**config.mk**
```make
export PLATFORM = sky130hd
export DESIGN_NAME = space_vector_pwm_duty
export DESIGN_NICKNAME = d
export VERILOG_FILES = /design/src/rtl/svpd_pkg.sv /design/src/rtl/space_vector_pwm_duty.sv /design/src/rtl/svpd_div.sv
export SDC_FILE = /design/constraint.sdc
export NUM_CORES = 2
export LEC_CHECK = 0
export ABC_AREA = 1
export BUFFER_PORTS_ARGS = -buffer_cell sky130_fd_sc_hd__buf_2
export CAP_MARGIN = 5
export CORE_ASPECT_RATIO = 1.25
export CORE_MARGIN = 8
export CORE_UTILIZATION = 65
export DETAILED_ROUTE_END_ITERATION = 12
export GPL_ROUTABILITY_DRIVEN = 0
export PLACE_DENSITY = 0.84
export SYNTH_ARGS = -nofsm -noshare
export SYNTH_HDL_FRONTEND = slang
export SYNTH_SLANG_ARGS = --single-unit
```
**constraint.sdc**
```tcl
create_clock -name i_clk -period 21.6 [get_ports i_clk]
set_input_delay 2.16 -clock i_clk [delete_from_list [all_inputs] [get_ports i_clk]]
set_output_delay 2.16 -clock i_clk [all_outputs]
set_load 0.01 [all_outputs]
```
**src/rtl/svpd_pkg.sv**
```systemverilog
// Shared constants, sector codes and pipeline sideband type for the SVPWM duty block.
package svpd_pkg;

    localparam int DUTY_W = 15;
    localparam int CODE_W = 3;
    localparam int TW     = 17;
    localparam int SW     = TW + 1;

    localparam logic [15:0] SQ3H_Q16 = 16'd56756;

    localparam logic [CODE_W-1:0] SEC_NONE = 3'd0;
    localparam logic [CODE_W-1:0] SEC_U1   = 3'd1;
    localparam logic [CODE_W-1:0] SEC_U2   = 3'd2;
    localparam logic [CODE_W-1:0] SEC_U12  = 3'd3;
    localparam logic [CODE_W-1:0] SEC_U3   = 3'd4;
    localparam logic [CODE_W-1:0] SEC_U13  = 3'd5;
    localparam logic [CODE_W-1:0] SEC_U23  = 3'd6;
    localparam logic [CODE_W-1:0] SEC_ALL  = 3'd7;

    typedef struct packed {
        logic [TW-1:0]     t1;
        logic [TW-1:0]     t2;
        logic [CODE_W-1:0] code;
        logic              ovm;
    } t_side;

endpackage

```
**src/rtl/space_vector_pwm_duty.sv**
```systemverilog
// Top level: seven-segment space vector PWM duty generator, fully pipelined.
//
// Takes one alpha/beta voltage pair per item and returns the three phase duties, the sector
// code and an overmodulation flag. A new item is accepted every clock cycle while the pipeline
// is not stalled; the overmodulation divider resolves one quotient bit per stage. Stalls on the
// output hold the pipeline without loss, and empty stages keep accepting input while a result
// waits.
module space_vector_pwm_duty #(
    parameter int FRAC_BITS = 14
) (
    input  logic        i_clk,
    input  logic        i_rst_n,
    input  logic        i_s_tvalid,
    output logic        o_s_tready,
    input  logic [31:0] i_s_tdata,   // volt_alpha[15:0], volt_beta[31:16]
    output logic        o_m_tvalid,
    input  logic        i_m_tready,
    output logic [47:0] o_m_tdata,   // duty_u[14:0], duty_v[29:15], duty_w[44:30], zero pad
    output logic [3:0]  o_m_tuser    // sector_code[2:0], overmodulated[3]
);

    localparam int TW     = svpd_pkg::TW;
    localparam int SW     = svpd_pkg::SW;
    localparam int QB     = FRAC_BITS + 1;
    localparam int NW     = TW + FRAC_BITS + 1;
    localparam int DW     = FRAC_BITS + 2;
    localparam int DUTY_W = svpd_pkg::DUTY_W;
    localparam int CODE_W = svpd_pkg::CODE_W;
    localparam logic [NW-1:0]     ONE_N    = {{(NW-1){1'b0}}, 1'b1} << FRAC_BITS;
    localparam logic [DW-1:0]     ONE_D    = {{(DW-1){1'b0}}, 1'b1} << FRAC_BITS;
    localparam logic [DUTY_W-1:0] HALF_OUT = DUTY_W'(ONE_D >> 1);

    // ready chain
    logic w_rdy_out, w_rdy_d, w_rdy_c, w_rdy_b, w_rdy_a, w_div_rdy;

    // stage A: alpha product
    logic               r_a_vld;
    logic signed [32:0] r_a_ka;
    logic signed [15:0] r_a_b;
    logic signed [32:0] w_ka;

    assign w_ka = $signed({1'b0, svpd_pkg::SQ3H_Q16}) * $signed(i_s_tdata[15:0]);

    always_ff @(posedge i_clk) begin
        if (!i_rst_n) begin
            r_a_vld <= 1'b0;
        end else if (w_rdy_a) begin
            r_a_vld <= i_s_tvalid;
        end
    end

    always_ff @(posedge i_clk) begin
        if (w_rdy_a) begin
            r_a_ka <= w_ka;
            r_a_b  <= $signed(i_s_tdata[31:16]);
        end
    end

    // stage B: projections, sector code, active times
    logic                r_b_vld;
    logic [TW-1:0]       r_b_t1, r_b_t2;
    logic [CODE_W-1:0]   r_b_code;
    logic signed [34:0]  w_hb, w_p2, w_p3;
    logic signed [17:0]  w_u1, w_u2, w_u3;
    logic [CODE_W-1:0]   w_code;
    logic signed [17:0]  w_t1, w_t2;

    assign w_hb = 35'(r_a_b) <<< 15;
    assign w_p2 = -35'(r_a_ka) - w_hb + 35'sd32768;
    assign w_p3 = 35'(r_a_ka) - w_hb + 35'sd32768;
    assign w_u1 = 18'(r_a_b);
    assign w_u2 = $signed(w_p2[33:16]);
    assign w_u3 = $signed(w_p3[33:16]);
    assign w_code = {!w_u3[17] && (|w_u3), !w_u2[17] && (|w_u2), !w_u1[17] && (|w_u1)};

    always_comb begin
        w_t1 = '0;
        w_t2 = '0;
        unique case (w_code)
            svpd_pkg::SEC_U13: begin w_t1 = w_u3;  w_t2 = w_u1;  end
            svpd_pkg::SEC_U1:  begin w_t1 = -w_u3; w_t2 = -w_u2; end
            svpd_pkg::SEC_U12: begin w_t1 = w_u1;  w_t2 = w_u2;  end
            svpd_pkg::SEC_U2:  begin w_t1 = -w_u1; w_t2 = -w_u3; end
            svpd_pkg::SEC_U23: begin w_t1 = w_u2;  w_t2 = w_u3;  end
            svpd_pkg::SEC_U3:  begin w_t1 = -w_u2; w_t2 = -w_u1; end
            default: begin w_t1 = '0; w_t2 = '0; end
        endcase
    end

    always_ff @(posedge i_clk) begin
        if (!i_rst_n) begin
            r_b_vld <= 1'b0;
        end else if (w_rdy_b) begin
            r_b_vld <= r_a_vld;
        end
    end

    always_ff @(posedge i_clk) begin
        if (w_rdy_b) begin
            r_b_t1   <= w_t1[TW-1:0];
            r_b_t2   <= w_t2[TW-1:0];
            r_b_code <= w_code;
        end
    end

    // stage C: sum, overmodulation test, rounded dividend
    logic            r_c_vld;
    logic [NW-1:0]   r_c_num;
    logic [SW-1:0]   r_c_den;
    svpd_pkg::t_side r_c_side;
    logic [SW-1:0]   w_s;

    assign w_s = SW'(r_b_t1) + SW'(r_b_t2);

    always_ff @(posedge i_clk) begin
        if (!i_rst_n) begin
            r_c_vld <= 1'b0;
        end else if (w_rdy_c) begin
            r_c_vld <= r_b_vld;
        end
    end

    always_ff @(posedge i_clk) begin
        if (w_rdy_c) begin
            r_c_num       <= (NW'(r_b_t1) << FRAC_BITS) + NW'(w_s >> 1);
            r_c_den       <= w_s;
            r_c_side.t1   <= r_b_t1;
            r_c_side.t2   <= r_b_t2;
            r_c_side.code <= r_b_code;
            r_c_side.ovm  <= NW'(w_s) > ONE_N;
        end
    end

    // divider
    logic            w_div_vld;
    logic [QB-1:0]   w_div_quo;
    svpd_pkg::t_side w_div_side;

    svpd_div #(
        .FRAC_BITS (FRAC_BITS)
    ) u_div (
        .i_clk   (i_clk),
        .i_rst_n (i_rst_n),
        .i_vld   (r_c_vld),
        .o_rdy   (w_div_rdy),
        .i_num   (r_c_num),
        .i_den   (r_c_den),
        .i_side  (r_c_side),
        .o_vld   (w_div_vld),
        .i_rdy   (w_rdy_d),
        .o_quo   (w_div_quo),
        .o_side  (w_div_side)
    );

    // stage D: final active times and zero time
    logic              r_d_vld;
    logic [DW-1:0]     r_d_t1, r_d_t2, r_d_t0;
    logic [CODE_W-1:0] r_d_code;
    logic              r_d_ovm;
    logic [DW-1:0]     w_t1e, w_t2e;

    assign w_t1e = w_div_side.ovm ? DW'(w_div_quo) : DW'(w_div_side.t1);
    assign w_t2e = w_div_side.ovm ? ONE_D - DW'(w_div_quo) : DW'(w_div_side.t2);

    always_ff @(posedge i_clk) begin
        if (!i_rst_n) begin
            r_d_vld <= 1'b0;
        end else if (w_rdy_d) begin
            r_d_vld <= w_div_vld;
        end
    end

    always_ff @(posedge i_clk) begin
        if (w_rdy_d) begin
            r_d_t1   <= w_t1e;
            r_d_t2   <= w_t2e;
            r_d_t0   <= (ONE_D - w_t1e - w_t2e) >> 1;
            r_d_code <= w_div_side.code;
            r_d_ovm  <= w_div_side.ovm;
        end
    end

    // output stage: phase duties
    logic                r_o_vld;
    logic [DUTY_W-1:0]   r_o_du, r_o_dv, r_o_dw;
    logic [CODE_W-1:0]   r_o_code;
    logic                r_o_ovm;
    logic [DW-1:0]       w_dmax, w_dmid;
    logic [DUTY_W-1:0]   w_max, w_mid, w_min;
    logic [DUTY_W-1:0]   w_du, w_dv, w_dw;
    logic                w_ovm;

    assign w_dmax = r_d_t1 + r_d_t2 + r_d_t0;
    assign w_dmid = r_d_t2 + r_d_t0;
    assign w_max  = DUTY_W'(w_dmax);
    assign w_mid  = DUTY_W'(w_dmid);
    assign w_min  = DUTY_W'(r_d_t0);

    always_comb begin
        w_ovm = r_d_ovm;
        unique case (r_d_code)
            svpd_pkg::SEC_U13: begin w_du = w_max; w_dv = w_mid; w_dw = w_min; end
            svpd_pkg::SEC_U1:  begin w_du = w_mid; w_dv = w_max; w_dw = w_min; end
            svpd_pkg::SEC_U12: begin w_du = w_min; w_dv = w_max; w_dw = w_mid; end
            svpd_pkg::SEC_U2:  begin w_du = w_min; w_dv = w_mid; w_dw = w_max; end
            svpd_pkg::SEC_U23: begin w_du = w_mid; w_dv = w_min; w_dw = w_max; end
            svpd_pkg::SEC_U3:  begin w_du = w_max; w_dv = w_min; w_dw = w_mid; end
            default: begin
                w_du  = HALF_OUT;
                w_dv  = HALF_OUT;
                w_dw  = HALF_OUT;
                w_ovm = 1'b0;
            end
        endcase
    end

    always_ff @(posedge i_clk) begin
        if (!i_rst_n) begin
            r_o_vld <= 1'b0;
        end else if (w_rdy_out) begin
            r_o_vld <= r_d_vld;
        end
    end

    always_ff @(posedge i_clk) begin
        if (w_rdy_out) begin
            r_o_du   <= w_du;
            r_o_dv   <= w_dv;
            r_o_dw   <= w_dw;
            r_o_code <= r_d_code;
            r_o_ovm  <= w_ovm;
        end
    end

    assign w_rdy_out  = !r_o_vld || i_m_tready;
    assign w_rdy_d    = !r_d_vld || w_rdy_out;
    assign w_rdy_c    = !r_c_vld || w_div_rdy;
    assign w_rdy_b    = !r_b_vld || w_rdy_c;
    assign w_rdy_a    = !r_a_vld || w_rdy_b;
    assign o_s_tready = w_rdy_a;

    assign o_m_tvalid = r_o_vld;
    assign o_m_tdata  = {3'b000, r_o_dw, r_o_dv, r_o_du};
    assign o_m_tuser  = {r_o_ovm, r_o_code};

`ifndef SYNTHESIS
    a_ovm_sector: assert property (@(posedge i_clk) disable iff (!i_rst_n)
        (o_m_tvalid && o_m_tuser[3]) |->
            (o_m_tuser[2:0] != svpd_pkg::SEC_NONE && o_m_tuser[2:0] != svpd_pkg::SEC_ALL))
        else $error("overmodulation flagged on a null sector");

    a_ovm_zero_time: assert property (@(posedge i_clk) disable iff (!i_rst_n)
        (o_m_tvalid && o_m_tuser[3]) |->
            (o_m_tdata[14:0] == '0 || o_m_tdata[29:15] == '0 || o_m_tdata[44:30] == '0))
        else $error("overmodulated item has no phase at zero duty");

    a_null_half: assert property (@(posedge i_clk) disable iff (!i_rst_n)
        (o_m_tvalid && o_m_tuser[2:0] == svpd_pkg::SEC_NONE) |->
            (o_m_tdata[14:0] == HALF_OUT && o_m_tdata[29:15] == HALF_OUT
             && o_m_tdata[44:30] == HALF_OUT))
        else $error("null sector did not give half duty");

    a_ready_when_empty: assert property (@(posedge i_clk) disable iff (!i_rst_n)
        !o_m_tvalid |-> o_s_tready)
        else $error("input stalled while output slot is empty");
`endif

endmodule

```
**src/rtl/svpd_div.sv**
```systemverilog
// Pipelined restoring divider, one quotient bit per stage, with sideband and stall control.
module svpd_div #(
    parameter int FRAC_BITS = 14
) (
    input  logic                                i_clk,
    input  logic                                i_rst_n,
    input  logic                                i_vld,
    output logic                                o_rdy,
    input  logic [svpd_pkg::TW+FRAC_BITS:0]     i_num,
    input  logic [svpd_pkg::SW-1:0]             i_den,
    input  svpd_pkg::t_side                     i_side,
    output logic                                o_vld,
    input  logic                                i_rdy,
    output logic [FRAC_BITS:0]                  o_quo,
    output svpd_pkg::t_side                     o_side
);

    localparam int QB = FRAC_BITS + 1;
    localparam int NW = svpd_pkg::TW + FRAC_BITS + 1;
    localparam int SW = svpd_pkg::SW;

    logic [QB-1:0]   w_rdy;
    logic [QB-1:0]   r_vld;
    logic [SW-1:0]   r_rem  [QB];
    logic [SW-1:0]   r_den  [QB];
    logic [QB-1:0]   r_lo   [QB];
    logic [QB-1:0]   r_q    [QB];
    svpd_pkg::t_side r_side [QB];

    genvar k;
    for (k = 0; k < QB; k++) begin : g_stage
        logic            in_vld;
        logic [SW-1:0]   in_rem;
        logic [SW-1:0]   in_den;
        logic [QB-1:0]   in_lo;
        logic [QB-1:0]   in_q;
        svpd_pkg::t_side in_side;
        logic            nxt_rdy;
        logic [SW:0]     w_trial;
        logic            w_ge;

        if (k == 0) begin : g_first
            assign in_vld  = i_vld;
            assign in_rem  = SW'(i_num[NW-1:QB]);
            assign in_den  = i_den;
            assign in_lo   = i_num[QB-1:0];
            assign in_q    = '0;
            assign in_side = i_side;
        end else begin : g_next
            assign in_vld  = r_vld[k-1];
            assign in_rem  = r_rem[k-1];
            assign in_den  = r_den[k-1];
            assign in_lo   = r_lo[k-1];
            assign in_q    = r_q[k-1];
            assign in_side = r_side[k-1];
        end

        if (k == QB - 1) begin : g_last
            assign nxt_rdy = i_rdy;
        end else begin : g_mid
            assign nxt_rdy = w_rdy[k+1];
        end

        assign w_rdy[k] = !r_vld[k] || nxt_rdy;
        assign w_trial  = {in_rem, in_lo[QB-1]};
        assign w_ge     = w_trial >= {1'b0, in_den};

        always_ff @(posedge i_clk) begin
            if (!i_rst_n) begin
                r_vld[k] <= 1'b0;
            end else if (w_rdy[k]) begin
                r_vld[k] <= in_vld;
            end
        end

        always_ff @(posedge i_clk) begin
            if (w_rdy[k]) begin
                r_rem[k]  <= w_ge ? SW'(w_trial - {1'b0, in_den}) : w_trial[SW-1:0];
                r_den[k]  <= in_den;
                r_lo[k]   <= in_lo << 1;
                r_q[k]    <= {in_q[QB-2:0], w_ge};
                r_side[k] <= in_side;
            end
        end
    end

    assign o_rdy  = w_rdy[0];
    assign o_vld  = r_vld[QB-1];
    assign o_quo  = r_q[QB-1];
    assign o_side = r_side[QB-1];

endmodule

```
[After elaboration in Yosys (flattened, before gate mapping)]
Memories as Yosys holds them, arrays and structs flattened.
Cells that the tools add are included.
Operators by class
  add/sub/neg operators: 31
  $mul: 1
  $lt $le $gt $ge: 16
  eq/ne operators: 12
  mux-type cells: 52
  reduce and logical (&&, ||, !) cells: 59
Operators by type and width (count)
  18-bit 2-to-1 mux: 15
  18-bit subtractor: 15
  19-bit by 18-bit >= comparator with 1-bit output: 14
  17-bit one-hot mux with 6 select lines: 2
  15-bit one-hot mux with 3 select lines: 3
  34-bit by 17-bit adder with 34-bit output, second input constant: 2
  15-bit adder: 3
  18-bit OR reduction: 2
  17-bit negator: 2
  33-bit negator with 34-bit output: 1
  33-bit by 31-bit subtractor with 34-bit output: 1
  34-bit by 31-bit subtractor with 34-bit output: 1
  31-bit by 17-bit adder with 32-bit output: 1
  16-bit 2-to-1 mux: 2
  15-bit by 16-bit multiplier with 31-bit output, first input constant: 1
  1-bit 2-to-1 mux: 30
  1-bit zero test: 23
  1-bit logical OR: 20
  17-bit by 17-bit adder with 18-bit output: 1
  3-bit == test, second input constant: 6
  18-bit >= comparator: 1
  18-bit by 15-bit > comparator with 1-bit output, second input constant: 1
  2-bit OR reduction: 9
  16-bit negator with 17-bit output: 1
  other kinds (8): 14
Storage, ports and cells
  flip-flop bits (word level): 290
  RAM bits: 1545
  memories: 5
Memories
  u_div.r_side: depth 15, width 38, rd ports 15, clocked after memory_dff 0, write ports 15, RTL line svpd_div.sv:28  | svpd_pkg::t_side r_side [QB];
  u_div.r_den: depth 15, width 18, rd ports 14, clocked after memory_dff 0, write ports 15, RTL line svpd_div.sv:25  | logic [SW-1:0] r_den [QB];
  u_div.r_rem: depth 15, width 18, rd ports 14, clocked after memory_dff 0, write ports 15, RTL line svpd_div.sv:24  | logic [SW-1:0] r_rem [QB];
  u_div.r_q: depth 15, width 15, rd ports 15, clocked after memory_dff 0, write ports 15, RTL line svpd_div.sv:27  | logic [QB-1:0] r_q [QB];
  u_div.r_lo: depth 15, width 14, rd ports 14, clocked after memory_dff 0, write ports 15, RTL line svpd_div.sv:26  | logic [QB-1:0] r_lo [QB];

[Depth between registers and ports, before layout]
  depth after elaboration: 21
  depth in mapped cells: 27

[By module]
A second synthesis with hierarchy kept.
Second synthesis, totals
  cells, all modules: 7697
  area total of the unflattened synthesis: 83060.9 um^2
Modules (own cells, without submodules)
  svpd_div: times used 1, cells each 4298, area an instance 56479.2 um^2, seq. area each 39307.7 um^2
  space_vector_pwm_duty: times used 1, cells each 3399, area an instance 26581.7 um^2, seq. area each 7787.5 um^2

[Least setup slack after synthesis]
No wires, ideal clock.
  kind: input to output
  start: input port i_m_tready
  end: output port o_s_tready
  arrival: 12256 ps
  slack: 7184 ps
  stages on the path: 18
  buffers on the path: 0
  cells stage by stage: inv_1 -> nand2_2 -> nor2_4 -> nand2_2 -> nor2_4 -> nand2_2 -> nor2_4 -> nand2_2 -> nor2_4 -> nand2_2 -> nor2_4 -> nand2_2 -> nor2_4 -> nand2_2 -> nor2_4 -> nand3_2 -> nor2_4 -> nand4_2
On the way
  word-level cells in the longest chain between the ends: 20
Ends and longest elaborated chain
  start: declaration: RTL line space_vector_pwm_duty.sv:17  | input logic i_m_tready,
  1-bit logical OR: RTL line space_vector_pwm_duty.sv:235  | assign w_rdy_out = !r_o_vld || i_m_tready;
  net w_rdy_out: RTL line space_vector_pwm_duty.sv:34  | logic w_rdy_out, w_rdy_d, w_rdy_c, w_rdy_b, w_rdy_a, w_div_rdy;
  1-bit logical OR: RTL line space_vector_pwm_duty.sv:236  | assign w_rdy_d = !r_d_vld || w_rdy_out;
  1-bit logical OR: RTL line svpd_div.sv:64  | assign w_rdy[k] = !r_vld[k] || nxt_rdy;
  net u_div.g_stage[13].nxt_rdy: RTL line svpd_div.sv:38  | logic nxt_rdy;
  1-bit logical OR (2 in a row): RTL line svpd_div.sv:64
  net u_div.g_stage[11].nxt_rdy: RTL line svpd_div.sv:38
  1-bit logical OR (2 in a row): RTL line svpd_div.sv:64
  net u_div.g_stage[9].nxt_rdy: RTL line svpd_div.sv:38
  (+2 left out)
  net u_div.g_stage[7].nxt_rdy: RTL line svpd_div.sv:38
  (+2 left out)
  net u_div.g_stage[5].nxt_rdy: RTL line svpd_div.sv:38
  1-bit logical OR (2 in a row): RTL line svpd_div.sv:64
  net u_div.g_stage[3].nxt_rdy: RTL line svpd_div.sv:38
  1-bit logical OR (3 in a row): RTL line svpd_div.sv:64
  net u_div.g_stage[0].nxt_rdy: RTL line svpd_div.sv:38
  1-bit logical OR: RTL line svpd_div.sv:64
  1-bit logical OR: RTL line space_vector_pwm_duty.sv:237  | assign w_rdy_c = !r_c_vld || w_div_rdy;
  1-bit logical OR: RTL line space_vector_pwm_duty.sv:238  | assign w_rdy_b = !r_b_vld || w_rdy_c;
  1-bit logical OR: RTL line space_vector_pwm_duty.sv:239  | assign w_rdy_a = !r_a_vld || w_rdy_b;
  end: declaration: RTL line space_vector_pwm_duty.sv:14  | output logic o_s_tready,
The timed path passes the listed nets, and every way through them passes these cells.

[Final worst setup path]
Ends and elaborated chain as after synthesis.

==> results.yml <==
run_status:
  status: "finished, final reports clean"
final_layout:
  fin_nets: 8119
  drive_above_1_share_pct: 5.69
  synthToLayoutAreaGrowth_pct: 9.05
  fill_cells: 7548
  final_cell_mix: "nand2_1 (1503), edfxtp_1 (1418), inv_1 (1088), ha_1 (556), o21ai_0 (454)"
  final_common_cell: "nand2_1"
synth:
  syn_inst: 7222
  ys.warnings.count: 0
  synthTopCellsByArea: "edfxtp_1 (55%), ha_1 (9.0%), nand2_1 (7.3%)"
  synth_cell_type_count: 59
  synth-edff-count: 1418
  syn_area_per_cell_um2: 10.7
  synth_seq_cells: 1438
  synth_flop_cell: "edfxtp_1"
  synth_top_area_share_pct: 55.4
  yosysSeqAreaShare_pct: 55.9
  async_flop_share_pct: 0
  synth_area_um2: 76900
  synth.largest_area_cell: "edfxtp_1"
cts:
  cts_sinks: 1438
  post_cts_buffers: 0
  ctsHoldBuffers: 0
  post_cts_resized: 0
  cts_tree: "done"
  clkTransAtPathRegs_ps: 70
  cts_buffers: 134
  clk_latency_ps: 790
  cts_root_buffer: "clkbuf_16"
  htreeDepth: 4
  ctsLongestPathBuffers: 3
job:
  max_cap_violations: 0
sta:
  post-route-period-util_pct: 51.5
  fin_tns_setup_ps: 0
  finalClockSkew_ps: 40.7
  fin_crit_ps: 11130
  slew_headroom_pct: 17.6
  fmax_ghz: 0.0898
  final-hold-violation-count: 0
  rsz0062_at_grt: "false"
  slew_viol_final: 0
  worst_pin_slew_ps: 1230
  setup_viol: 0
die:
  row_count: 141
  start_util_pct: 65.3
  dieArea_um2: 130000
  fp.dieH_um: 401
  ioPinCount: 90
  die_x_um: 324
  coreArea_um2: 118000
global_route:
  overflow: 0
  grt_pass1_wl_um: 287000
  antenna_found_initial: 7
  grt_pass1_vias: 54700
  grt_max_degree: 97
  grt_usage_pct: 28.0
setup_path:
  cp.arrival_ps: 8970
  path_class: "input port to output port"
  cp-end-kind: "output port"
  cp-start-kind: "input port"
  cp.required_ps: 19440
  worstPathMaxFanout: 83
  reg2reg_slack_ps: 13890
drt:
  via_per_inst: 5.92
  drtIter0Drc: 5416
  drt.antenna.violating_nets: 0
  wl_per_cell_um: 20.1
  vias: 53700
  dr.pass1.iters: 7
  post-route-drc-count: 0
  wl_um: 182000
placed_design:
  dp.final_hpwl_um: 129000
  port_buffers: 86
min_path:
  hp-class: "flop to flop"
-- registers in the layout (all words and copies together), names as in the netlist, 3 cells and up --
signal	count
r_o_du	15
r_o_dv	15
u_div.g_stage.in_vld	14
r_o_code	3
r_d_t0	15
r_a_b	16
u_div.r_q	120
u_div.r_den	252
r_c_side	36
u_div.r_rem	252
r_d_code	3
r_d_t2	15
r_d_t1	15
r_b_t1	17
r_c_num	32
r_b_t2	17
r_b_code	3
u_div.r_side	540
r_a_ka	31
r_c_den	4
r_o_dw	15
-- worst paths after layout --
check	from	end	depth (start not counted)
max	i_m_tready	o_s_tready	25
min	u_div.r_side[0][50]	u_div.r_side[0][88]	0
max reg2reg	o_m_tvalid	r_c_side[36]	22
min reg2reg	u_div.r_side[0][50]	u_div.r_side[0][88]	0
-- synth_stat cells (all sizes together), types with 20 or more instances --
cell and n:
nand3 317, xnor2 174, o211ai 37, a31oi 31, nor4 36, nand2 1525, edfxtp 1418, a221oi 24
dfxtp 20, fa 148, clkbuf 53, o21ai 471, xor2 181, nand4 82, a21o 34, inv 1125
nor3 39, ha 556, buf 39, o21bai 24, a21oi 377, nor2 386
-- per-stage QoR --
stage	instance area [um^2]	hold WS (ps)	worst slack, ps	util (%)	std cells
6_report	83900	406	10470	71.2	9065
5_1_grt	83900	417	9810	71.2	9062
4_1_cts	83900	414	10290	71.2	9061
3_5_place_dp	79100	405	10450	67.1	8816
3_3_place_gp	79100	400	10840	67.1	8816
2_1_floorplan	76900	400	7180	-	7224
-- cell families after synthesis --
| family | synth area share [%] |
|---|---|
| xor+xnor | 4.08 |
| buf+inv | 6.12 |
| flops | 55.9 |
| mux | 0.0130 |
| other cells | 0.00488 |
| simple gates | 13.3 |
| compound gates | 7.70 |
| fa+ha+maj | 12.9 |
-- per-layer routing --
layer	vias to the layer above	track usage, %	wire length (um)
met3	912	5.16	12400
li1	24900	-	-
met5	-	0	0
met2	2761	51.9	94800
met4	0	19.5	16000
met1	25100	27.9	59200
-- area by class of cell --
cell class / instances / area [um^2] / share of cell area (%)
clock buffer: 170 / 3600 / 4.29
antenna: 4 / 10.0 / 0.0119
multi-input combinational: 4558 / 29300 / 34.9
clock inverter: 75 / 1140 / 1.36
tap: 1573 / 1970 / 2.35
inverter: 1136 / 4270 / 5.08
timing repair buffer: 111 / 618 / 0.737
sequential: 1438 / 43000 / 51.2
-- critical path: stages --
cell	delay [ps]
buf_2	80
inv_1	40
nand2_2	50
buf_4	500
nor2_4	70
nand2_2	80
buf_4	520
nor2_4	100
nand2_4	110
nor2_4	50
nand2_4	280
nor2_4	100
nand2_4	770
nor2_4	100
nand2_4	100
buf_4	760
nor2_4	100
nand2_4	790
nor2_4	150
nand3_4	110
buf_4	730
nor2_4	140
nand4_4	110
buf_4	500
buf_2	300
Power is not shown: default switching activity piles up to over one toggle a cycle in this logic, so the estimate is an artifact.
